--- config.mk ---
export PLATFORM = sky130hd
export DESIGN_NAME = rgbnv_fifo
export DESIGN_NICKNAME = d
export VERILOG_FILES = /design/src/rtl/rgb_to_nv12_converter_assert.svh /design/src/rtl/rgbnv_pkg.sv /design/src/rtl/rgbnv_fifo.sv
export SDC_FILE = /design/constraint.sdc
export NUM_CORES = 1
export LEC_CHECK = 0
export BUFFER_PORTS_ARGS = -buffer_cell sky130_fd_sc_hd__buf_4
export CAP_MARGIN = 30
export CORE_ASPECT_RATIO = 1.2
export CORE_MARGIN = 2
export CORE_UTILIZATION = 50
export DETAILED_ROUTE_END_ITERATION = 10
export HOLD_SLACK_MARGIN = 0.15
export PLACE_DENSITY = 0.68
export SYNTH_ARGS = -nofsm -noshare
export SYNTH_HDL_FRONTEND = slang
export SYNTH_SLANG_ARGS = --single-unit
--- constraint.sdc ---
create_clock -name clk -period 14.3 [get_ports clk]
set_clock_uncertainty 0.15 [all_clocks]
set_input_delay 2.86 -clock clk [delete_from_list [all_inputs] [get_ports clk]]
set_output_delay 2.86 -clock clk [all_outputs]
set_load 0.03 [all_outputs]
--- src/rtl/rgb_to_nv12_converter_assert.svh ---
// ----------------------------------------------------------------------------
// RGB to NV12 converter assertion macros
// Shared concurrent assertion forms; each expects clk and rst_n in scope.
// ----------------------------------------------------------------------------
`ifndef RGB_TO_NV12_CONVERTER_ASSERT_SVH
`define RGB_TO_NV12_CONVERTER_ASSERT_SVH

// same-cycle implication
`define RGBNV_ASSERT_SAME(label, ante, cons, msg) \
  label: assert property (@(posedge clk) disable iff (!rst_n) (ante) |-> (cons)) \
    else $error(msg);

// next-cycle implication
`define RGBNV_ASSERT_NEXT(label, ante, cons, msg) \
  label: assert property (@(posedge clk) disable iff (!rst_n) (ante) |=> (cons)) \
    else $error(msg);

`endif

--- src/rtl/rgbnv_pkg.sv ---
// ----------------------------------------------------------------------------
// RGB to NV12 converter package
// Sizes, coefficients, register indexes and shared types of the converter.
// ----------------------------------------------------------------------------
package rgbnv_pkg;

  localparam int MAX_WIDTH  = 2048;
  localparam int MAX_HEIGHT = 2048;

  localparam int DIM_W     = 12;                        // frame_width / frame_height
  localparam int COL_W     = $clog2(MAX_WIDTH);
  localparam int ROW_W     = $clog2(MAX_HEIGHT);
  localparam int LSTORE_DEPTH = MAX_WIDTH / 2;
  localparam int LSTORE_AW = $clog2(LSTORE_DEPTH);
  localparam int PLANE_W   = $clog2(MAX_WIDTH * MAX_HEIGHT + 1);
  localparam int LOFF_W    = $clog2(MAX_WIDTH * MAX_HEIGHT);
  localparam int CIDX_W    = $clog2(MAX_WIDTH * MAX_HEIGHT / 2);
  localparam int OFF_W     = 23;                        // byte_offset field
  localparam int SUM_W     = 9;                         // one pair sum
  localparam int PROD_W    = 16;

  // queue between front and back; depth is a power of two
  localparam int Q_DEPTH = 8;
  localparam int Q_AW    = $clog2(Q_DEPTH);
  localparam int Q_CNT_W = $clog2(Q_DEPTH + 1);

  localparam int CFG_IDX_W = 4;
  localparam logic [CFG_IDX_W-1:0] CFG_FRAME_WIDTH  = CFG_IDX_W'(0);
  localparam logic [CFG_IDX_W-1:0] CFG_FRAME_HEIGHT = CFG_IDX_W'(1);

  localparam logic [DIM_W-1:0] WIDTH_RESET  = DIM_W'(1280);
  localparam logic [DIM_W-1:0] HEIGHT_RESET = DIM_W'(720);
  localparam logic [DIM_W-1:0] DIM_MIN      = DIM_W'(2);
  localparam logic [DIM_W-1:0] WIDTH_LIM    = DIM_W'(MAX_WIDTH & ~1);
  localparam logic [DIM_W-1:0] HEIGHT_LIM   = DIM_W'(MAX_HEIGHT & ~1);

  localparam logic KIND_LUMA   = 1'b0;
  localparam logic KIND_CHROMA = 1'b1;

  // BT.601 limited range, 8-bit coefficients
  localparam logic [7:0] K_Y_R   = 8'd66;
  localparam logic [7:0] K_Y_G   = 8'd129;
  localparam logic [7:0] K_Y_B   = 8'd25;
  localparam logic [7:0] K_CB_R  = 8'd38;
  localparam logic [7:0] K_CB_G  = 8'd74;
  localparam logic [7:0] K_HI    = 8'd112;
  localparam logic [7:0] K_CR_G  = 8'd94;
  localparam logic [7:0] K_CR_B  = 8'd18;
  localparam logic [7:0] ROUND   = 8'd128;
  localparam logic [7:0] Y_OFS   = 8'd16;
  // 128 offset shifted up by 8, plus rounding; keeps chroma sums positive
  localparam logic [PROD_W-1:0] CHROMA_BIAS = PROD_W'(128 * 256 + 128);

  typedef enum logic {
    BK_PASS,
    BK_CHROMA
  } bk_state_t;

  // one classified and converted pixel
  typedef struct packed {
    logic [7:0]           luma;
    logic [7:0]           cb;
    logic [7:0]           cr;
    logic [LOFF_W-1:0]    luma_off;
    logic [OFF_W-1:0]     chroma_off;
    logic [LSTORE_AW-1:0] idx;
    logic                 odd_col;
    logic                 odd_row;
    logic                 last_pixel;
  } pix_item_t;

  function automatic logic [DIM_W-1:0] eff_dim(input logic [DIM_W-1:0] raw,
                                               input logic [DIM_W-1:0] lim);
    logic [DIM_W-1:0] v;
    v = {raw[DIM_W-1:1], 1'b0};
    if (v < DIM_MIN) v = DIM_MIN;
    if (v > lim) v = lim;
    return v;
  endfunction

endpackage

--- src/rtl/rgbnv_fifo.sv ---
// ----------------------------------------------------------------------------
// RGB to NV12 converter item queue
// Short register queue that decouples the front pipeline from the back end.
// ----------------------------------------------------------------------------
module rgbnv_fifo import rgbnv_pkg::*; (
  input  logic               clk,
  input  logic               rst_n,
  input  logic               push_valid,
  input  pix_item_t          push_item,
  input  logic               pop,
  output logic               head_valid,
  output pix_item_t          head_item,
  output logic [Q_CNT_W-1:0] count
);

  pix_item_t          mem_r [Q_DEPTH];
  logic [Q_AW-1:0]    wr_ptr_r, wr_ptr_nxt;
  logic [Q_AW-1:0]    rd_ptr_r, rd_ptr_nxt;
  logic [Q_CNT_W-1:0] count_r, count_nxt;

  always_comb begin
    wr_ptr_nxt = push_valid ? wr_ptr_r + Q_AW'(1) : wr_ptr_r;
    rd_ptr_nxt = pop ? rd_ptr_r + Q_AW'(1) : rd_ptr_r;
    count_nxt  = count_r + Q_CNT_W'(push_valid) - Q_CNT_W'(pop);
  end

  always_ff @(posedge clk) begin
    if (!rst_n) begin
      wr_ptr_r <= '0;
      rd_ptr_r <= '0;
      count_r  <= '0;
    end else begin
      wr_ptr_r <= wr_ptr_nxt;
      rd_ptr_r <= rd_ptr_nxt;
      count_r  <= count_nxt;
    end
  end

  always_ff @(posedge clk) begin
    if (push_valid) begin
      mem_r[wr_ptr_r] <= push_item;
    end
  end

  assign head_valid = (count_r != '0);
  assign head_item  = mem_r[rd_ptr_r];
  assign count      = count_r;

endmodule

## After elaboration in Yosys (flattened, before gate mapping)

Memory sizes are Yosys's and may differ from the RTL's. A register that Yosys moved wholly into a read port is not among the register bits.
Index checks and enable logic that the tools add are counted.

- Bits in latches: 0
- Memories kept: 1
- Input bits: 86
- Bits in writable memories: 656
- Logic and storage cells: 13
- Bits in read-only memories: 0
- Register bits: 10

Memory list:

| name | depth | width | read ports | clocked after memory_dff | write ports | RTL line | text |
|---|---|---|---|---|---|---|---|
| mem_r | 8 | 82 | 1 | 1 | 1 | rgbnv_fifo.sv:16 | `pix_item_t mem_r [Q_DEPTH];` |

- Reduce and logical (&&, ||, !) cells: 1
- Multiply operators: 0
- Divide/modulo/power cells: 0
- Equal/unequal tests: 0
- Bitwise logic cells: 0
- Add/sub/neg operators: 4
- $lt $le $gt $ge: 0
- Shift operators: 0
- Muxes and demuxes: 4

Operators by type and width:

| cell | count |
|---|---|
| $add A3 B1 Y3 const B | 2 |
| $mux W3 | 2 |
| $add A4 B1 Y4 | 1 |
| $reduce_bool A4 Y1 | 1 |
| $sub A4 B1 Y4 | 1 |
| $mux W1 | 2 |

## Longest topological paths before layout

- Word-level depth: 3
- Depth in mapped cells: 8
- Depth with buffers taken out: 8

## Worst setup path after synthesis

No wires, ideal clock.

- Path kind: input port to flip-flop
- Start point: in push_valid
- End point: mem mem_r[0][0] (netlist bit), enable pin
- Stages: 2
- Data required time: 13527 ps
- Library setup time: 623 ps
- Arrival: 8511 ps
- Path slack: 5016 ps
- Cells stage by stage: nand2b_1 > nor3_1

- Cells in the longest elaborated chain, start to end: 2

Ends and longest elaborated chain:

| what | RTL line | text |
|---|---|---|
| from (decl) | rgbnv_fifo.sv:8 | `input logic push_valid,` |
| $mux W1 | rgbnv_fifo.sv:40 | `if (push_valid) begin` |
| $mux W1 (implied by the code) | rgbnv_fifo.sv:41 | `mem_r[wr_ptr_r] <= push_item;` |
| to (decl) | rgbnv_fifo.sv:16 |  |

Every way passes these cells.

==> flow_summary.yaml <==
sta:
  rsz0062_at_grt: "no"
  min_period_over_period_pct: 43.1
  finalSetupViolCount: 0
  whs_ns: 0.378
  fmax_mhz: 162
  post-route-min-period_ns: 6.16
  setup-tns-final_ns: 0
  worst_slew_pin_slew_ns: 0.951
  slew-limit-headroom_pct: 36.6
  hold_violations: 0
  slew_viol_final: 0
logic_synthesis:
  synth.net_count: 1108
  syn_area_per_cell_um2: 25.6
  yosysUniqueCellTypes: 24
  netlist_instances: 1014
  synth_warnings: 0
  ys_seq_elements: 669
  syn-cell-area_um2: 26000
  yosysSeqAreaShare_pct: 76.8
floorplanning:
  ios: 173
  die_area_um2: 53800
  fp.coreArea_um2: 51400
  initial_utilization_pct: 50.6
  fp.dieW_um: 212
  die_h_um: 254
  rows: 91
power:
  cellPowerDensity_nw_per_um2: 145
  leakage_nw: 9.93
  peakVddDrop_v: 0.000132
finish:
  diodes: 0
  layout_commonest_cell: "edfxtp_1"
  regArea_um2: 20000
  multiInputGateArea_um2: 5530
  drive_above_1_share_pct: 31.9
  final_net_count: 1332
  syn_to_final_growth_pct: 16.3
  nFillCells: 3615
  layout_common_cells: "656 x edfxtp_1, 191 x buf_4, 138 x mux4_1"
cts:
  clockBufferDepth: 3
  clock-root-buffer: "clkbuf_16"
  cts_hold_buf: 0
  cts_tree: "done"
  cts_num_sinks: 669
  post_cts_buffers: 0
  cts_made_buffers: 67
  insertion_delay_ns: 0.58
  h-tree-depth: 3
  clk_pin_slew_ns: 0.06
  cts_resized: 0
grt:
  grt_pass1_wl_mm: 72.9
  antenna_found_initial: 1
  grt_use_total_pct: 18.7
  overflow: 0
  first_global_vias: 11700
  grt_max_degree: 109
hold_path:
  min-delay-path-class: "register to register"
  whs_path_depth: 2
drt:
  wirelength_mm: 49.0
  wl_per_cell_um: 24.7
  drc: 0
  firstDrtPassIters: 5
  antenna_left: 0
  route.vias.total: 11100
  viasPerCell: 5.58
  first_iter_violations: 939
setup_path:
  arrival_ns: 3.15
  critPathMaxFanout: 108
  critPathLaunchType: "register"
  r2r_cells: 3
  crit_type: "register to output port"
  worstSetupEndpointType: "output port"
  required_ns: 11.29
status:
  outcome: "complete, no violations"
placement:
  dp_hpwl_mm: 25.5
  io_buffers: 172
  gpl.final_weighted_congestion: 0.692
job:
  drv_cap: 0
[cells in the mapped netlist (all sizes together)]
| master | count | area share (%) |
|---|---|---|
| mux2i | 3 | 0.12 |
| dfxtp | 13 | 1.0 |
| edfxtp | 656 | 76 |
| and2 | 7 | 0.17 |
| buf | 24 | 0.94 |
| nor3 | 2 | 0.039 |
| a21oi | 1 | 0.019 |
| xnor2 | 3 | 0.10 |
| a21o | 1 | 0.029 |
| clkbuf | 22 | 1.1 |
| nand2b | 4 | 0.096 |
| xor2 | 2 | 0.067 |
| mux2 | 82 | 3.6 |
| mux4 | 164 | 16 |
| inv | 7 | 0.10 |
| fa | 1 | 0.077 |
| nor2 | 6 | 0.087 |
| nand2 | 5 | 0.072 |
| nand3 | 1 | 0.019 |
| nor2b | 3 | 0.072 |
| ha | 7 | 0.34 |
[layout make-up]
cell class	instances	area share, %
multi-input cells	292	18.3
clock inverters	32	1.04
clock buffers	84	6.04
well taps	697	2.89
flip-flops and latches	669	66.1
inverters	7	0.0870
repair buffers	201	5.56
[critical path: stages, from the launching register on]
cell	delay, ns
dfxtp_4	0.67
buf_12	0.66
mux4_1	0.66
mux2_2	0.30
buf_4	0.17
[flip-flops by register name, indices dropped and copies added, names as in the netlist, named ones only]
register and flops:
count 4, wr_ptr_r 3, rd_ptr_r 3, mem_r 656
[metrics by stage]
stage,worst slack [ns],instance area [um2],power (mW),instances,util [%]
2_1_floorplan,5.02,26000,2.55,1014,-
3_3_place_gp,8.31,27900,2.70,1857,54.2
3_5_place_dp,8.71,27900,2.71,1861,54.4
4_1_cts,8.06,30100,4.42,1977,58.6
5_1_grt,7.99,30200,4.52,1982,58.8
6_report,8.14,30200,4.37,1982,58.8
[report_power, final]
part           switching (mW)  internal, mW  total [mW]  leakage, nW
clock network           0.697          1.01        1.71         1.04
registers              0.0199          2.21        2.23         6.07
logic                   0.243         0.194       0.437         2.82
[kinds of logic after synthesis]
group                    synth area share (%)
AND/OR/NAND/NOR                         0.554
buffers and inverters                    2.10
flip-flops                               76.8
AO/OA/AOI/OAI                          0.0482
adder cells (fa/ha/maj)                 0.414
XOR/XNOR                                0.169
multiplexers                             19.9
[per-layer routing]
| layer | wire [um] | up-vias | track usage (%) |
|---|---|---|---|
| met3 | 2620 | 73 | 4.57 |
| met2 | 24800 | 224 | 31.3 |
| met4 | 998 | 2 | 6.38 |
| met1 | 20600 | 5849 | 24.0 |
| li1 | - | 4908 | - |
| met5 | 11 | - | 0 |
[final timing paths]
check         startpoint  slack (ns)       endpoint
max             register        8.14  head_item[16]
min          rd_ptr_r[1]        0.38       register
max reg2reg  wr_ptr_r[2]       12.19   mem_r[4][38]
min reg2reg  rd_ptr_r[1]        0.38       register
No activity file was read; power rests on OpenSTA's default activity.
