$ cat src/rtl/rgb_to_nv12_converter_assert.svh
// ----------------------------------------------------------------------------
// RGB to NV12 converter assertion macros
// Shared concurrent assertion forms; each expects clk and rst_n in scope.
// ----------------------------------------------------------------------------
`ifndef RGB_TO_NV12_CONVERTER_ASSERT_SVH
`define RGB_TO_NV12_CONVERTER_ASSERT_SVH

// same-cycle implication
`define RGBNV_ASSERT_SAME(label, ante, cons, msg) \
  label: assert property (@(posedge clk) disable iff (!rst_n) (ante) |-> (cons)) \
    else $error(msg);

// next-cycle implication
`define RGBNV_ASSERT_NEXT(label, ante, cons, msg) \
  label: assert property (@(posedge clk) disable iff (!rst_n) (ante) |=> (cons)) \
    else $error(msg);

`endif

$ cat src/rtl/rgbnv_pkg.sv
// ----------------------------------------------------------------------------
// RGB to NV12 converter package
// Sizes, coefficients, register indexes and shared types of the converter.
// ----------------------------------------------------------------------------
package rgbnv_pkg;

  localparam int MAX_WIDTH  = 2048;
  localparam int MAX_HEIGHT = 2048;

  localparam int DIM_W     = 12;                        // frame_width / frame_height
  localparam int COL_W     = $clog2(MAX_WIDTH);
  localparam int ROW_W     = $clog2(MAX_HEIGHT);
  localparam int LSTORE_DEPTH = MAX_WIDTH / 2;
  localparam int LSTORE_AW = $clog2(LSTORE_DEPTH);
  localparam int PLANE_W   = $clog2(MAX_WIDTH * MAX_HEIGHT + 1);
  localparam int LOFF_W    = $clog2(MAX_WIDTH * MAX_HEIGHT);
  localparam int CIDX_W    = $clog2(MAX_WIDTH * MAX_HEIGHT / 2);
  localparam int OFF_W     = 23;                        // byte_offset field
  localparam int SUM_W     = 9;                         // one pair sum
  localparam int PROD_W    = 16;

  // queue between front and back; depth is a power of two
  localparam int Q_DEPTH = 8;
  localparam int Q_AW    = $clog2(Q_DEPTH);
  localparam int Q_CNT_W = $clog2(Q_DEPTH + 1);

  localparam int CFG_IDX_W = 4;
  localparam logic [CFG_IDX_W-1:0] CFG_FRAME_WIDTH  = CFG_IDX_W'(0);
  localparam logic [CFG_IDX_W-1:0] CFG_FRAME_HEIGHT = CFG_IDX_W'(1);

  localparam logic [DIM_W-1:0] WIDTH_RESET  = DIM_W'(1280);
  localparam logic [DIM_W-1:0] HEIGHT_RESET = DIM_W'(720);
  localparam logic [DIM_W-1:0] DIM_MIN      = DIM_W'(2);
  localparam logic [DIM_W-1:0] WIDTH_LIM    = DIM_W'(MAX_WIDTH & ~1);
  localparam logic [DIM_W-1:0] HEIGHT_LIM   = DIM_W'(MAX_HEIGHT & ~1);

  localparam logic KIND_LUMA   = 1'b0;
  localparam logic KIND_CHROMA = 1'b1;

  // BT.601 limited range, 8-bit coefficients
  localparam logic [7:0] K_Y_R   = 8'd66;
  localparam logic [7:0] K_Y_G   = 8'd129;
  localparam logic [7:0] K_Y_B   = 8'd25;
  localparam logic [7:0] K_CB_R  = 8'd38;
  localparam logic [7:0] K_CB_G  = 8'd74;
  localparam logic [7:0] K_HI    = 8'd112;
  localparam logic [7:0] K_CR_G  = 8'd94;
  localparam logic [7:0] K_CR_B  = 8'd18;
  localparam logic [7:0] ROUND   = 8'd128;
  localparam logic [7:0] Y_OFS   = 8'd16;
  // 128 offset shifted up by 8, plus rounding; keeps chroma sums positive
  localparam logic [PROD_W-1:0] CHROMA_BIAS = PROD_W'(128 * 256 + 128);

  typedef enum logic {
    BK_PASS,
    BK_CHROMA
  } bk_state_t;

  // one classified and converted pixel
  typedef struct packed {
    logic [7:0]           luma;
    logic [7:0]           cb;
    logic [7:0]           cr;
    logic [LOFF_W-1:0]    luma_off;
    logic [OFF_W-1:0]     chroma_off;
    logic [LSTORE_AW-1:0] idx;
    logic                 odd_col;
    logic                 odd_row;
    logic                 last_pixel;
  } pix_item_t;

  function automatic logic [DIM_W-1:0] eff_dim(input logic [DIM_W-1:0] raw,
                                               input logic [DIM_W-1:0] lim);
    logic [DIM_W-1:0] v;
    v = {raw[DIM_W-1:1], 1'b0};
    if (v < DIM_MIN) v = DIM_MIN;
    if (v > lim) v = lim;
    return v;
  endfunction

endpackage

$ cat src/rtl/rgbnv_if.sv
// ----------------------------------------------------------------------------
// RGB to NV12 converter channel interfaces
// Pixel input, result output and register write channels.
// ----------------------------------------------------------------------------
interface rgbnv_pix_if;
  logic       valid;
  logic       ready;
  logic [7:0] blue;
  logic [7:0] green;
  logic [7:0] red;

  modport source (output valid, output blue, output green, output red, input ready);
  modport sink   (input valid, input blue, input green, input red, output ready);
endinterface


interface rgbnv_cfg_if import rgbnv_pkg::*; ();
  logic                 valid;
  logic                 ready;
  logic [CFG_IDX_W-1:0] index;
  logic [DIM_W-1:0]     data;

  modport source (output valid, output index, output data, input ready);
  modport sink   (input valid, input index, input data, output ready);
endinterface

$ cat src/rtl/rgbnv_front.sv
// ----------------------------------------------------------------------------
// RGB to NV12 converter front end
// Holds the frame registers, accepts pixels, tracks position and offsets,
// and converts RGB to YCbCr in a three-stage pipeline feeding the queue.
// ----------------------------------------------------------------------------
module rgbnv_front import rgbnv_pkg::*; (
  input  logic               clk,
  input  logic               rst_n,
  rgbnv_pix_if.sink          in_ch,
  rgbnv_cfg_if.sink          cfg_ch,
  input  logic [Q_CNT_W-1:0] q_count,
  output logic               push_valid,
  output pix_item_t          push_item
);

  typedef struct packed {
    logic [PROD_W-1:0] yr;
    logic [PROD_W-1:0] yg;
    logic [PROD_W-1:0] yb;
    logic [PROD_W-1:0] cbr;
    logic [PROD_W-1:0] cbg;
    logic [PROD_W-1:0] cbb;
    logic [PROD_W-1:0] crr;
    logic [PROD_W-1:0] crg;
    logic [PROD_W-1:0] crb;
  } prod_t;

  function automatic logic [PROD_W-1:0] mul_k(input logic [7:0] c, input logic [7:0] k);
    return PROD_W'(c) * PROD_W'(k);
  endfunction

  logic [DIM_W-1:0]   eff_w_r, eff_h_r;
  logic [PLANE_W-1:0] plane_r;

  logic [COL_W-1:0]   col_r, col_nxt;
  logic [ROW_W-1:0]   row_r, row_nxt;
  logic [LOFF_W-1:0]  loff_r, loff_nxt;
  logic [CIDX_W-1:0]  ccnt_r, ccnt_nxt;

  logic               cfg_wr, restart, in_fire;
  logic               last_col, last_row, last_pixel, chroma_emit;
  logic [Q_CNT_W:0]   busy;

  logic               s0_v_r, s1_v_r, s2_v_r;
  logic [7:0]         s0_blue_r, s0_green_r, s0_red_r;
  pix_item_t          s0_item_r, s1_item_r, s2_item_r;
  pix_item_t          s0_item_nxt, s1_item_nxt, s2_item_nxt;
  prod_t              s1_prod_r;
  logic [PROD_W-1:0]  y_sum, cb_sum, cr_sum;

  // register writes
  assign cfg_ch.ready = 1'b1;
  assign cfg_wr       = cfg_ch.valid && cfg_ch.ready;
  assign restart      = cfg_wr && (cfg_ch.index inside {CFG_FRAME_WIDTH, CFG_FRAME_HEIGHT});

  always_ff @(posedge clk) begin
    if (!rst_n) begin
      eff_w_r <= eff_dim(WIDTH_RESET, WIDTH_LIM);
      eff_h_r <= eff_dim(HEIGHT_RESET, HEIGHT_LIM);
    end else if (cfg_wr) begin
      if (cfg_ch.index == CFG_FRAME_WIDTH) begin
        eff_w_r <= eff_dim(cfg_ch.data, WIDTH_LIM);
      end
      if (cfg_ch.index == CFG_FRAME_HEIGHT) begin
        eff_h_r <= eff_dim(cfg_ch.data, HEIGHT_LIM);
      end
    end
  end

  // luma plane size, the base of the chroma plane
  always_ff @(posedge clk) begin
    plane_r <= PLANE_W'(eff_w_r) * PLANE_W'(eff_h_r);
  end

  // take a pixel only when the queue has room for everything in flight
  assign busy = (Q_CNT_W+1)'(q_count) + (Q_CNT_W+1)'(s0_v_r) + (Q_CNT_W+1)'(s1_v_r)
              + (Q_CNT_W+1)'(s2_v_r);
  assign in_ch.ready = (busy < (Q_CNT_W+1)'(Q_DEPTH));
  assign in_fire     = in_ch.valid && in_ch.ready;

  // classify the pixel at the current position
  always_comb begin
    last_col    = (DIM_W'(col_r) == eff_w_r - DIM_W'(1));
    last_row    = (DIM_W'(row_r) == eff_h_r - DIM_W'(1));
    last_pixel  = last_col && last_row;
    chroma_emit = col_r[0] && row_r[0];
  end

  always_comb begin
    col_nxt  = col_r;
    row_nxt  = row_r;
    loff_nxt = loff_r;
    ccnt_nxt = ccnt_r;
    if (restart) begin
      col_nxt  = '0;
      row_nxt  = '0;
      loff_nxt = '0;
      ccnt_nxt = '0;
    end else if (in_fire) begin
      if (last_col) begin
        col_nxt = '0;
        row_nxt = last_row ? '0 : row_r + ROW_W'(1);
      end else begin
        col_nxt = col_r + COL_W'(1);
      end
      loff_nxt = last_pixel ? '0 : loff_r + LOFF_W'(1);
      if (last_pixel) begin
        ccnt_nxt = '0;
      end else if (chroma_emit) begin
        ccnt_nxt = ccnt_r + CIDX_W'(2);
      end
    end
  end

  always_ff @(posedge clk) begin
    if (!rst_n) begin
      col_r  <= '0;
      row_r  <= '0;
      loff_r <= '0;
      ccnt_r <= '0;
    end else begin
      col_r  <= col_nxt;
      row_r  <= row_nxt;
      loff_r <= loff_nxt;
      ccnt_r <= ccnt_nxt;
    end
  end

  // stage payloads
  always_comb begin
    s0_item_nxt            = '0;
    s0_item_nxt.luma_off   = loff_r;
    s0_item_nxt.chroma_off = OFF_W'(ccnt_r);
    s0_item_nxt.idx        = col_r[COL_W-1:1];
    s0_item_nxt.odd_col    = col_r[0];
    s0_item_nxt.odd_row    = row_r[0];
    s0_item_nxt.last_pixel = last_pixel;

    s1_item_nxt            = s0_item_r;
    s1_item_nxt.chroma_off = OFF_W'(plane_r) + s0_item_r.chroma_off;

    y_sum  = s1_prod_r.yr + s1_prod_r.yg + s1_prod_r.yb + PROD_W'(ROUND);
    cb_sum = s1_prod_r.cbb + CHROMA_BIAS - s1_prod_r.cbr - s1_prod_r.cbg;
    cr_sum = s1_prod_r.crr + CHROMA_BIAS - s1_prod_r.crg - s1_prod_r.crb;

    s2_item_nxt      = s1_item_r;
    s2_item_nxt.luma = y_sum[PROD_W-1:8] + Y_OFS;
    s2_item_nxt.cb   = cb_sum[PROD_W-1:8];
    s2_item_nxt.cr   = cr_sum[PROD_W-1:8];
  end

  always_ff @(posedge clk) begin
    if (!rst_n) begin
      s0_v_r <= 1'b0;
      s1_v_r <= 1'b0;
      s2_v_r <= 1'b0;
    end else begin
      s0_v_r <= in_fire;
      s1_v_r <= s0_v_r;
      s2_v_r <= s1_v_r;
    end
  end

  always_ff @(posedge clk) begin
    s0_blue_r  <= in_ch.blue;
    s0_green_r <= in_ch.green;
    s0_red_r   <= in_ch.red;
    s0_item_r  <= s0_item_nxt;

    s1_prod_r.yr  <= mul_k(s0_red_r, K_Y_R);
    s1_prod_r.yg  <= mul_k(s0_green_r, K_Y_G);
    s1_prod_r.yb  <= mul_k(s0_blue_r, K_Y_B);
    s1_prod_r.cbr <= mul_k(s0_red_r, K_CB_R);
    s1_prod_r.cbg <= mul_k(s0_green_r, K_CB_G);
    s1_prod_r.cbb <= mul_k(s0_blue_r, K_HI);
    s1_prod_r.crr <= mul_k(s0_red_r, K_HI);
    s1_prod_r.crg <= mul_k(s0_green_r, K_CR_G);
    s1_prod_r.crb <= mul_k(s0_blue_r, K_CR_B);
    s1_item_r     <= s1_item_nxt;

    s2_item_r <= s2_item_nxt;
  end

  assign push_valid = s2_v_r;
  assign push_item  = s2_item_r;

endmodule

$ cat src/flat_wrapper.sv
// flat-port wrapper written by rule: the top's interface ports become plain ports
module rgbnv_front_flat import rgbnv_pkg::*;
  (clk, rst_n, q_count, push_valid, push_item, in_ch_valid, in_ch_blue, in_ch_green, in_ch_red, in_ch_ready, cfg_ch_valid, cfg_ch_index, cfg_ch_data, cfg_ch_ready);
  rgbnv_pix_if in_ch_i ();
  rgbnv_cfg_if cfg_ch_i ();
  input  logic clk;
  input  logic rst_n;
  input  logic [Q_CNT_W-1:0] q_count;
  output logic push_valid;
  output pix_item_t push_item;
  input wire logic [$bits(in_ch_i.valid)-1:0] in_ch_valid;
  input wire logic [$bits(in_ch_i.blue)-1:0] in_ch_blue;
  input wire logic [$bits(in_ch_i.green)-1:0] in_ch_green;
  input wire logic [$bits(in_ch_i.red)-1:0] in_ch_red;
  output wire logic [$bits(in_ch_i.ready)-1:0] in_ch_ready;
  input wire logic [$bits(cfg_ch_i.valid)-1:0] cfg_ch_valid;
  input wire logic [$bits(cfg_ch_i.index)-1:0] cfg_ch_index;
  input wire logic [$bits(cfg_ch_i.data)-1:0] cfg_ch_data;
  output wire logic [$bits(cfg_ch_i.ready)-1:0] cfg_ch_ready;
  assign in_ch_i.valid = in_ch_valid;
  assign in_ch_i.blue = in_ch_blue;
  assign in_ch_i.green = in_ch_green;
  assign in_ch_i.red = in_ch_red;
  assign in_ch_ready = in_ch_i.ready;
  assign cfg_ch_i.valid = cfg_ch_valid;
  assign cfg_ch_i.index = cfg_ch_index;
  assign cfg_ch_i.data = cfg_ch_data;
  assign cfg_ch_ready = cfg_ch_i.ready;
  rgbnv_front u_core (.clk(clk), .rst_n(rst_n), .in_ch(in_ch_i), .cfg_ch(cfg_ch_i), .q_count(q_count), .push_valid(push_valid), .push_item(push_item));
endmodule
$ cat config.mk
export PLATFORM = sky130hd
export DESIGN_NAME = rgbnv_front_flat
export DESIGN_NICKNAME = d
export VERILOG_FILES = /design/src/rtl/rgb_to_nv12_converter_assert.svh /design/src/rtl/rgbnv_pkg.sv /design/src/rtl/rgbnv_if.sv /design/src/rtl/rgbnv_front.sv /design/src/flat_wrapper.sv
export SDC_FILE = /design/constraint.sdc
export NUM_CORES = 1
export LEC_CHECK = 0
export BUFFER_PORTS_ARGS = -buffer_cell sky130_fd_sc_hd__buf_4
export CAP_MARGIN = 30
export CORE_MARGIN = 8
export CORE_UTILIZATION = 35
export CTS_BUF_LIST = sky130_fd_sc_hd__clkbuf_8
export CTS_CLUSTER_SIZE = 14
export DETAILED_ROUTE_END_ITERATION = 6
export GPL_TIMING_DRIVEN = 1
export HOLD_SLACK_MARGIN = 0.1
export PLACE_DENSITY = 0.48
export SYNTH_ARGS = -nofsm -noshare
export SYNTH_HDL_FRONTEND = slang
export SYNTH_SLANG_ARGS = --single-unit
export TNS_END_PERCENT = 100
$ cat constraint.sdc
create_clock -name clk -period 7.5 [get_ports clk]
set_input_delay 1.5 -clock clk [delete_from_list [all_inputs] [get_ports clk]]
set_output_delay 1.5 -clock clk [all_outputs]
set_load 0.05 [all_outputs]
# Word level (Yosys, flattened, before mapping)
# Cells that the tools add are included.
dict set report totals {
  reg_bits 453
  input_bits 48
  output_inout_bits 85
  elab_cells 107
}
dict set report op_classes {
  addsub 20
  mul 10
  magnitude_cmp 4
  n_eq_ne 3
  mux 14
  bitwise 1
  n_reduce_logical 12
}
# operator n
set op_table {}
lappend op_table {{2-to-1 mux 12 bit} 9}
lappend op_table {{multiplier 8 x 6 -> 14 bit, second input constant} 3}
lappend op_table {{2-to-1 mux 21 bit} 2}
lappend op_table {{adder 15 x 16 -> 16 bit, second input constant} 2}
lappend op_table {{subtractor 16 x 15 -> 16 bit} 2}
lappend op_table {{multiplier 8 x 5 -> 13 bit, second input constant} 2}
lappend op_table {{== test 11 x 12 -> 1 bit} 2}
lappend op_table {{> comparator 12 bit, second input constant} 2}
lappend op_table {{subtractor 12 x 1 -> 12 bit, second input constant} 2}
lappend op_table {{adder 23 x 21 -> 23 bit} 1}
lappend op_table {{multiplier 12 x 12 -> 23 bit} 1}
lappend op_table {{adder 11 x 1 -> 11 bit, second input constant} 2}
lappend op_table {{adder 22 x 1 -> 22 bit, second input constant} 1}
lappend op_table {{multiplier 8 x 3 -> 11 bit, second input constant} 2}
lappend op_table {{2-to-1 mux 11 bit} 2}
lappend op_table {{2-to-1 mux 22 bit} 1}
lappend op_table {{adder 21 x 2 -> 21 bit, second input constant} 1}
lappend op_table {{adder 15 x 16 -> 16 bit} 1}
lappend op_table {{adder 16 x 13 -> 16 bit} 1}
lappend op_table {{adder 16 x 8 -> 16 bit, second input constant} 1}
lappend op_table {{multiplier 8 x 8 -> 16 bit, second input constant} 1}
lappend op_table {{subtractor 16 x 13 -> 16 bit} 1}
lappend op_table {{subtractor 16 x 14 -> 16 bit} 1}
lappend op_table {{less-than comparator 12 x 2 -> 1 bit, second input constant} 1}
lappend op_table {{other kinds (12)} 20}

# Longest topological paths before layout
# Gate-level depths: netlist of run 1.
dict set report logic_depth {
  word_depth 7
  ltp_mapped 21
  ltp_nobuf 19
}

# Worst setup path after synthesis of run 1
# Ideal clock, no wire load.
dict set report synth_path {
  path_type {register to register}
  startpoint {reg u_core.eff_w_r[1]}
  endpoint {reg u_core.plane_r[22]}
  setup_time_ps 133
  arrival_time_ps 5075
  required_time_ps 7367
  slack_ps 2292
  path_stages_with_launch 19
  n_path_buf 2
  synth_period_minus_slack_ps 5208
  path_cell_list {dfxtp_1 clkbuf_1 clkbuf_1 nand2_1 fa_1 fa_1 inv_1 fa_1 fa_1 inv_1 fa_1 inv_1 ha_1 or3_1 o211ai_1 a31oi_1 a41o_1 nor4_1 a311oi_1}
}
dict set report synth_via {
  elab_chain_len 1
}
# item line_no
set synth_lines {}
lappend synth_lines {{start, declared} rgbnv_front.sv:32} ;# logic [DIM_W-1:0] eff_w_r, eff_h_r;
lappend synth_lines {{start signal, assigned} rgbnv_front.sv:58} ;# eff_w_r <= eff_dim(WIDTH_RESET, WIDTH_LIM);
lappend synth_lines {{start signal, assigned} rgbnv_front.sv:62} ;# eff_w_r <= eff_dim(cfg_ch.data, WIDTH_LIM);
lappend synth_lines {{multiplier 12 x 12 -> 23 bit} rgbnv_front.sv:72} ;# plane_r <= PLANE_W'(eff_w_r) * PLANE_W'(eff_h_r);
lappend synth_lines {{end signal, assigned} rgbnv_front.sv:72}
lappend synth_lines {{end, declared} rgbnv_front.sv:33} ;# logic [PLANE_W-1:0] plane_r;
# No other way between the ends.
# A chain may end at the register's enable or synchronous reset.

# Worst setup path after layout of run 1
dict set report layout_path {
  startpoint {reg u_core.eff_w_r[3]}
  endpoint {reg u_core.plane_r[22]}
}
# The elaborated chain is that of the path after synthesis.

==> impl_metrics.csv, run 1 <==
group,metric,value,unit
outcome,run_status,"finished clean",
logic_synthesis,synthesis.instances,2263,
placed_design,gp_congestion,0.7793,
clock_network,clkSlewWorstSetupHoldPaths,0.06,ns
floorplanning,core,65980,um^2
setup_path,critical_path.most_common_cell,"fa_1",
floorplanning,std_cell_rows,94,
global_route,grt_start_max_net_pins,49,
setup_path,timing.critical_path.fanout_max,19,
logic_synthesis,yosysWarnings,0,
logic_synthesis,synth.cell_area,23360,um^2
final_layout,stdcell_count,3353,
detailed_routing,ant_nets,0,
logic_synthesis,netlist_top_cells_area,"dfxtp_1 (37%), ha_1 (17%), fa_1 (14%)",
final_layout,area_growth_syn_to_layout,15.74,%
floorplanning,initial_core_utilization,0.3540,
detailed_routing,detailedRoute.firstPassIterationCount,4,
sta,report.final.slew_viol_count,0,
final_layout,proportion_of_layout_cells_with_a_drive_suffix_above_1,0.1134,
global_route,grt_first_pass_wirelength,82140,um
hold_path,worst_hold_path.num_cells,0,
placed_design,numPortBuffers,129,
global_route,grt_antenna_before_repair,5,
floorplanning,floorplan.io_pins,133,
clock_network,tritoncts.num_buffers,79,
sta,totalNegativeSetupSlack,0,ns
global_route,vias_in_the_first_global_route,16550,
logic_synthesis,postSynth.asyncResetShare,0,
setup_path,worst-endpoint-arrival,6.13,ns
setup_path,worstSetupEndpointType,"flip-flop",
clock_network,cts_resized,0,
logic_synthesis,yosys_register_bits,434,
logic_synthesis,post_synth_most_frequent_cells,"dfxtp_1 (434), ha_1 (314), inv_1 (307)",
logic_synthesis,post_synthesis_mean_instance_area,10.32,um^2
placed_design,place_inst,3209,
setup_path,worstPathCellList,"nand2_1 > fa_1 > fa_1 > inv_1 > fa_1 > fa_1 > inv_1 > fa_1 > inv_1 > ha_1 > or3_1 > o211ai_1 > a31oi_1 > a41o_1 > nor4_1 > a311oi_1",
sta,final_min_period_over_clock_period,0.7514,
logic_synthesis,synth_fp_nets,2784,
logic_synthesis,synth_seq_area_share,0.3719,
detailed_routing,dr_total_vias,15470,
setup_path,worst_path_dominant_cell_family,"adder cells",
hold_path,hold_path_class,"flip-flop to flip-flop",
power_and_ir_drop,pwr_density_cell,307.5,nW/um^2
setup_path,cp.required,8.00,ns
setup_path,critical_path.max_stage_delay,0.82,ns
final_layout,postLayoutCoreUtil,0.4098,
sta,worst_clock_skew,0.03436,ns
detailed_routing,drtIter0Drc,514,
global_route,global_route.overflow_total,0,
logic_synthesis,primary_ff_master_synth,"dfxtp_1",
logic_synthesis,yosys.cell_count.top_type,"dfxtp_1",
sta,grt_setup_unrepaired,"false",
clock_network,cts_post_setup_buffers_inserted,0,
sta,hold_viol,0,
placed_design,place_area,25210,um^2
clock_network,cts-root-to-sink-buffers,3,
clock_network,cts-root-buf,"clkbuf_8",
setup_path,cp.buffers_inverters,3,
final_layout,fill_cells,6379,
sta,fmax,177.4,MHz
detailed_routing,post_drt_via_cell_ratio,4.614,
floorplanning,dieArea,75270,um^2
setup_path,crit_path_top_delay_cell,"dfxtp_1",
logic_synthesis,synth_largest_type_area_fraction,0.3719,
setup_path,ff2ff_path_depth,16,
final_layout,layout.cell_area.non_filler,27040,um^2
logic_synthesis,synth_cell_types,69,
setup_path,timing.critical_path.depth,16,
global_route,gr-usage-all-layers,0.1361,
placed_design,post-dp-hpwl,38100,um
job,maxCapViolations,0,
sta,worst-slew-pin-transition,0.8976,ns
final_layout,num-nets-final,2947,
detailed_routing,route.final.wire_length,49910,um
detailed_routing,drc,0,
logic_synthesis,synth_top_area_cell,"dfxtp_1",
detailed_routing,post_drt_wl_per_cell,14.88,um
placed_design,pre_cts_ws,1.880,ns
power_and_ir_drop,power_leakage,0.01284,uW
sta,worst_setup_slack_final,1.864,ns
floorplanning,die_height,274.3,um
logic_synthesis,synth-edff-count,0,
sta,setup_viol_count_final,0,
floorplanning,horiz_die_dim,274.3,um
clock_network,cts_tree,"done",
setup_path,worst-setup-path-type,"flip-flop to flip-flop",
clock_network,cts_htree_levels,3,
clock_network,cts_hold_repair.buffers,0,
sta,final_period_minus_worst_setup_slack,5.636,ns
clock_network,insertion_delay,0.65,ns
sta,rel_slew_slack,0.3994,
power_and_ir_drop,ir_drop,169.9,uV
setup_path,startpoint_type,"flip-flop",
clock_network,total_clock_sinks,434,
[kinds of logic after synthesis]
group / after synthesis / synth area share
simple gates: 525 / 0.1158
compound gates: 279 / 0.07600
other cells: 2 / 0.0003215
xor+xnor: 186 / 0.06974
fa+ha+maj: 473 / 0.3044
flops: 434 / 0.3719
mux: 5 / 0.002143
buf+inv: 359 / 0.05961
[power by group]
part	total (uW)	switching (uW)	internal [uW]	leakage, uW
clock network	2530	1010	1520	0.000989
logic	3040	1740	1310	0.00829
registers	2740	122	2620	0.00356
total	8310	2870	5440	0.0128
[worst reg2reg max path: stages (launching register included)]
cell	delay, ns
dfxtp_1	0.82
nand2_1	0.15
fa_1	0.49
fa_1	0.55
inv_1	0.06
fa_1	0.52
fa_1	0.54
inv_1	0.05
fa_1	0.52
inv_1	0.04
ha_1	0.23
or3_1	0.42
o211ai_1	0.25
a31oi_1	0.20
a41o_1	0.31
nor4_1	0.24
a311oi_1	0.08
[registers in the layout (all words and copies together), names as in the netlist, 11 cells and up]
name and flops:
u_core.push_item 81, u_core.plane_r 21, u_core.ccnt_r 20, u_core.s1_item_r 57, u_core.col_r 11, u_core.eff_h_r 11
u_core.s1_prod_r 107, u_core.eff_w_r 11, u_core.s0_item_r 55, u_core.row_r 11, u_core.loff_r 22
[routing by layer]
metal	up-vias	global-route usage	routed length (um)
met2	228	0.2500	25430
li1	7725	-	-
met1	7417	0.1536	20970
met3	100	0.03005	1950
met5	-	0	13
met4	2	0.04833	1541
[placed cells by master, fill, tap and decap left out, types with 4 or more instances in the layout]
master,n
nand2_1,120
nor3_1,31
o211ai_1,9
nand4_1,12
o21a_1,6
nor3_2,5
a31oi_1,11
a211o_1,8
inv_1,322
dfxtp_1,434
nor2_1,120
bufinv_16,10
a21oi_1,94
clkbuf_8,96
o31ai_1,4
and4_1,4
xnor2_1,116
nand2b_1,15
a21o_1,28
a21boi_0,11
nor4_1,5
nand3_1,41
o311ai_0,6
buf_4,134
or3_1,14
xor2_1,70
nor2b_1,19
and3_1,26
o21ai_0,55
mux2i_1,5
or2_2,4
and2_1,78
fa_1,159
nor3b_1,4
clkinv_2,12
nand3b_1,10
o21bai_1,21
ha_1,314
[stage by stage]
stage / hold slack, ns / total power, uW
2_1_floorplan: 0.3096 / 5078
3_3_place_gp: 0.3106 / 5857
3_5_place_dp: 0.3121 / 5880
4_1_cts: 0.3216 / 8505
5_1_grt: 0.3285 / 9019
6_report: 0.3144 / 8313
[path summary, 6_finish.rpt]
path,end,from,slack [ns]
worst max-delay path,u_core.plane_r[22],u_core.eff_w_r[3],1.86
worst min-delay path,u_core.push_item[40],u_core.s1_item_r[40],0.31
worst max register to register,u_core.plane_r[22],u_core.eff_w_r[3],1.86
worst min register to register,u_core.push_item[40],u_core.s1_item_r[40],0.31
[final cells by class]
| cell class | count | area [um^2] | share of cell area |
|---|---|---|---|
| sequential | 434 | 8688 | 0.3213 |
| clock buffer | 96 | 1321 | 0.04887 |
| multi-input combinational | 1470 | 13290 | 0.4914 |
| antenna | 3 | 7.507 | 0.0002777 |
| clock inverter | 45 | 494.2 | 0.01828 |
| tap | 864 | 1081 | 0.03998 |
| timing repair buffer | 134 | 1006 | 0.03721 |
| inverter | 307 | 1152 | 0.04262 |
No activity file was read; power rests on OpenSTA's default activity.
==> inputs of run 2 (changes only) <==
--- a/config.mk
+++ b/config.mk
@@ -5,6 +5,7 @@
 export SDC_FILE = /design/constraint.sdc
 export NUM_CORES = 1
 export LEC_CHECK = 0
+export ABC_AREA = 1
 export BUFFER_PORTS_ARGS = -buffer_cell sky130_fd_sc_hd__buf_4
 export CAP_MARGIN = 30
 export CORE_MARGIN = 8
@@ -14,7 +15,7 @@
 export DETAILED_ROUTE_END_ITERATION = 6
 export GPL_TIMING_DRIVEN = 1
 export HOLD_SLACK_MARGIN = 0.1
-export PLACE_DENSITY = 0.48
+export PLACE_DENSITY = 0.49
 export SYNTH_ARGS = -nofsm -noshare
 export SYNTH_HDL_FRONTEND = slang
 export SYNTH_SLANG_ARGS = --single-unit
==> constraint.sdc (replaced) <==
create_clock -name clk -period 4.65 [get_ports clk]
set_input_delay 0.93 -clock clk [delete_from_list [all_inputs] [get_ports clk]]
set_output_delay 0.93 -clock clk [all_outputs]
set_load 0.05 [all_outputs]
==> impl_metrics.csv, run 2 <==
group,metric,value,unit
global_route,grt_antenna_before_repair,3,
logic_synthesis,netlist_top_cells_area,"dfxtp_1 (35%), ha_1 (16%), fa_1 (13%)",
logic_synthesis,yosys.cell_count.top_type,"inv_1",
sta,grt_setup_unrepaired,"true",
logic_synthesis,synthesis.instances,2812,
setup_path,worstSetupEndpointType,"flip-flop",
placed_design,post-dp-hpwl,46300,um
placed_design,numPortBuffers,129,
clock_network,clkSlewWorstSetupHoldPaths,0.06,ns
sta,report.final.slew_viol_count,0,
hold_path,hold_path_class,"flip-flop to flip-flop",
setup_path,critical_path.most_common_cell,"fa_1",
job,maxCapViolations,0,
floorplanning,horiz_die_dim,280.8,um
clock_network,total_clock_sinks,434,
power_and_ir_drop,power_leakage,0.01485,uW
floorplanning,std_cell_rows,97,
detailed_routing,route.final.wire_length,57680,um
sta,setup_viol_count_final,0,
floorplanning,floorplan.io_pins,133,
detailed_routing,drtIter0Drc,734,
final_layout,multi_input_area,13810,um^2
final_layout,fill_cells,7048,
setup_path,critical_path.max_stage_delay,0.56,ns
power_and_ir_drop,ir_drop,453.8,uV
final_layout,layout_commonest_cell,"inv_1",
sta,fmax,224.3,MHz
logic_synthesis,synth_top_area_cell,"dfxtp_1",
setup_path,startpoint_type,"flip-flop",
floorplanning,die_height,280.8,um
clock_network,cts_tree,"done",
setup_path,worst-setup-path-type,"flip-flop to flip-flop",
setup_path,r2r_slack,0.19,ns
floorplanning,dieArea,78820,um^2
final_layout,largest_register_ffs,107,
clock_network,cts-root-to-sink-buffers,3,
final_layout,layout_common_cells,"inv_1 (531), nand2_1 (511), dfxtp_1 (417), ha_1 (307), buf_4 (202)",
detailed_routing,dr_total_vias,18290,
logic_synthesis,synth_fp_nets,3333,
logic_synthesis,post_synth_most_frequent_cells,"inv_1 (518), nand2_1 (514), dfxtp_1 (434)",
logic_synthesis,post_synthesis_mean_instance_area,8.724,um^2
power_and_ir_drop,pwr_density_cell,501.5,nW/um^2
detailed_routing,post_drt_via_cell_ratio,4.506,
sta,hold_viol,0,
sta,worst_clock_skew,0.02686,ns
global_route,grt_first_pass_wirelength,95060,um
setup_path,worstPathCellList,"buf_4 > nand2_1 > inv_1 > fa_1 > fa_1 > fa_1 > fa_1 > inv_1 > fa_1 > inv_1 > ha_4 > a21oi_2 > o21ai_1 > nand2_1 > nand4_1 > nand3_1 > nand3_1 > xor2_1",
logic_synthesis,synth_largest_type_area_fraction,0.3542,
sta,worst_hold_margin,0.3221,ns
clock_network,tritoncts.num_buffers,80,
logic_synthesis,yosysWarnings,0,
logic_synthesis,yosys_register_bits,434,
final_layout,num-nets-final,3577,
global_route,gr-usage-all-layers,0.1490,
logic_synthesis,synth.cell_area,24530,um^2
logic_synthesis,postSynth.asyncResetShare,0,
detailed_routing,ant_nets,0,
detailed_routing,detailedRoute.firstPassIterationCount,5,
clock_network,insertion_delay,0.67,ns
setup_path,crit_path_top_delay_cell,"fa_1",
final_layout,area_growth_syn_to_layout,18.62,%
final_layout,proportion_of_layout_cells_with_a_drive_suffix_above_1,0.1277,
clock_network,cts-root-buf,"clkbuf_8",
sta,final_period_minus_worst_setup_slack,4.458,ns
sta,worst-slew-pin-transition,0.7346,ns
logic_synthesis,synth_seq_area_share,0.3542,
global_route,grt_start_max_net_pins,25,
outcome,run_status,"finished clean",
detailed_routing,drc,0,
setup_path,worst-endpoint-arrival,4.99,ns
logic_synthesis,primary_ff_master_synth,"dfxtp_1",
global_route,global_route.overflow_total,0,
clock_network,cts_htree_levels,3,
global_route,vias_in_the_first_global_route,19250,
floorplanning,core,69660,um^2
final_layout,area.sequential,8737,um^2
detailed_routing,post_drt_wl_per_cell,14.21,um
sta,final_min_period_over_clock_period,0.9588,
floorplanning,initial_core_utilization,0.3521,
logic_synthesis,synth_cell_types,46,
sta,rel_slew_slack,0.5051,
final_layout,regMostFlops,"u_core.s1_prod_r",
final_layout,postLayoutCoreUtil,0.4177,
placed_design,gp_congestion,0.8529,
setup_path,timing.critical_path.fanout_max,6,
setup_path,cp.required,5.18,ns
logic_synthesis,synth-edff-count,0,
run 2: changes by cell type in the layout (fill, tap and decap cells not counted), moves of 15 or more:
cell      before  now
and3_1        26    1
nand3_1       41  124
xor2_1        70  102
inv_1        322  531
nor2_1       120  201
nand2b_1      15    0
buf_4        134  202
a21oi_1       94  138
nand2_1      120  511
and2_1        78    1
dfxtp_1      434  417
xnor2_1      116   47
nor2b_1       19    0
run 2: what timing repair did:
item | 4_1_cts | 5_1_grt
hold buffers | 0 | 0
pin swaps | 4 | 16
setup endpoints to repair | 7 | 10
resized for setup | 15 | 47
buffers inserted | 0 | 3
gates cloned | 0 | 0
run 2: layout make-up:
type,count,share of cell area
Multi-Input combinational cell,1807,0.4745
Sequential cell,434,0.3002
Inverter,524,0.06759
Timing Repair Buffer,209,0.05482
Clock buffer,92,0.04351
Tap cell,940,0.04042
Clock inverter,50,0.01875
Antenna cell,2,0.0001720
run 2: worst max-delay path: cells and delay by family (launching register included):
family                     cells  cell delay (ns)
AOI/OAI and AO/OA              2             0.21
xor gates and xnor gates       1             0.14
adders and majority gates      6             2.81
buffers and inverters          4             0.31
DFF                            1             0.37
and+or+nand+nor                5             0.49
run 2: power breakdown:
group / internal (uW) / total (uW) / switching (uW) / leakage [uW]
Combinational: 2360 / 5970 / 3610 / 0.0103
Sequential: 4280 / 4550 / 264 / 0.00357
Clock: 2400 / 4080 / 1680 / 0.000961
Total: 9040 / 14600 / 5560 / 0.0149
run 2: cells by family after synthesis:
| logic type | Yosys count | synth area share |
|---|---|---|
| other | 2 | 0.0003061 |
| AOI/OAI and AO/OA | 271 | 0.06039 |
| adders and majority gates | 473 | 0.2899 |
| xor gates and xnor gates | 149 | 0.05320 |
| and+or+nand+nor | 912 | 0.1533 |
| DFF | 434 | 0.3542 |
| buffers and inverters | 571 | 0.08879 |
run 2: layer usage:
metal | track usage | wire [um]
met5 | 0 | 0
met4 | 0.06219 | 1968
met3 | 0.02781 | 2389
met2 | 0.2641 | 28280
met1 | 0.1752 | 25040
run 2: path summary, 6_finish.rpt:
path                                      startpoint                   end  cells after the start
worst max-delay path               u_core.eff_h_r[8]    u_core.plane_r[22]                     18
worst max register to register     u_core.eff_h_r[8]    u_core.plane_r[22]                     18
worst min-delay path            u_core.s1_item_r[52]  u_core.push_item[52]                      0
worst min register to register  u_core.s1_item_r[52]  u_core.push_item[52]                      0
run 2: metrics by stage:
stage | setup slack (ns) | setup TNS (ns) | instances | power [uW] | area, um^2
after floorplan | 0.004567 | 0 | 2812 | 9069 | 24550
after global placement | -0.1103 | -0.4277 | 3910 | 10570 | 27040
after detailed placement | -0.1077 | -0.4665 | 3911 | 10600 | 27050
after CTS | 0.006620 | 0 | 4053 | 14840 | 28890
after global routing | -0.04329 | -0.08201 | 4058 | 15870 | 29100
final | 0.1916 | 0 | 4058 | 14590 | 29100
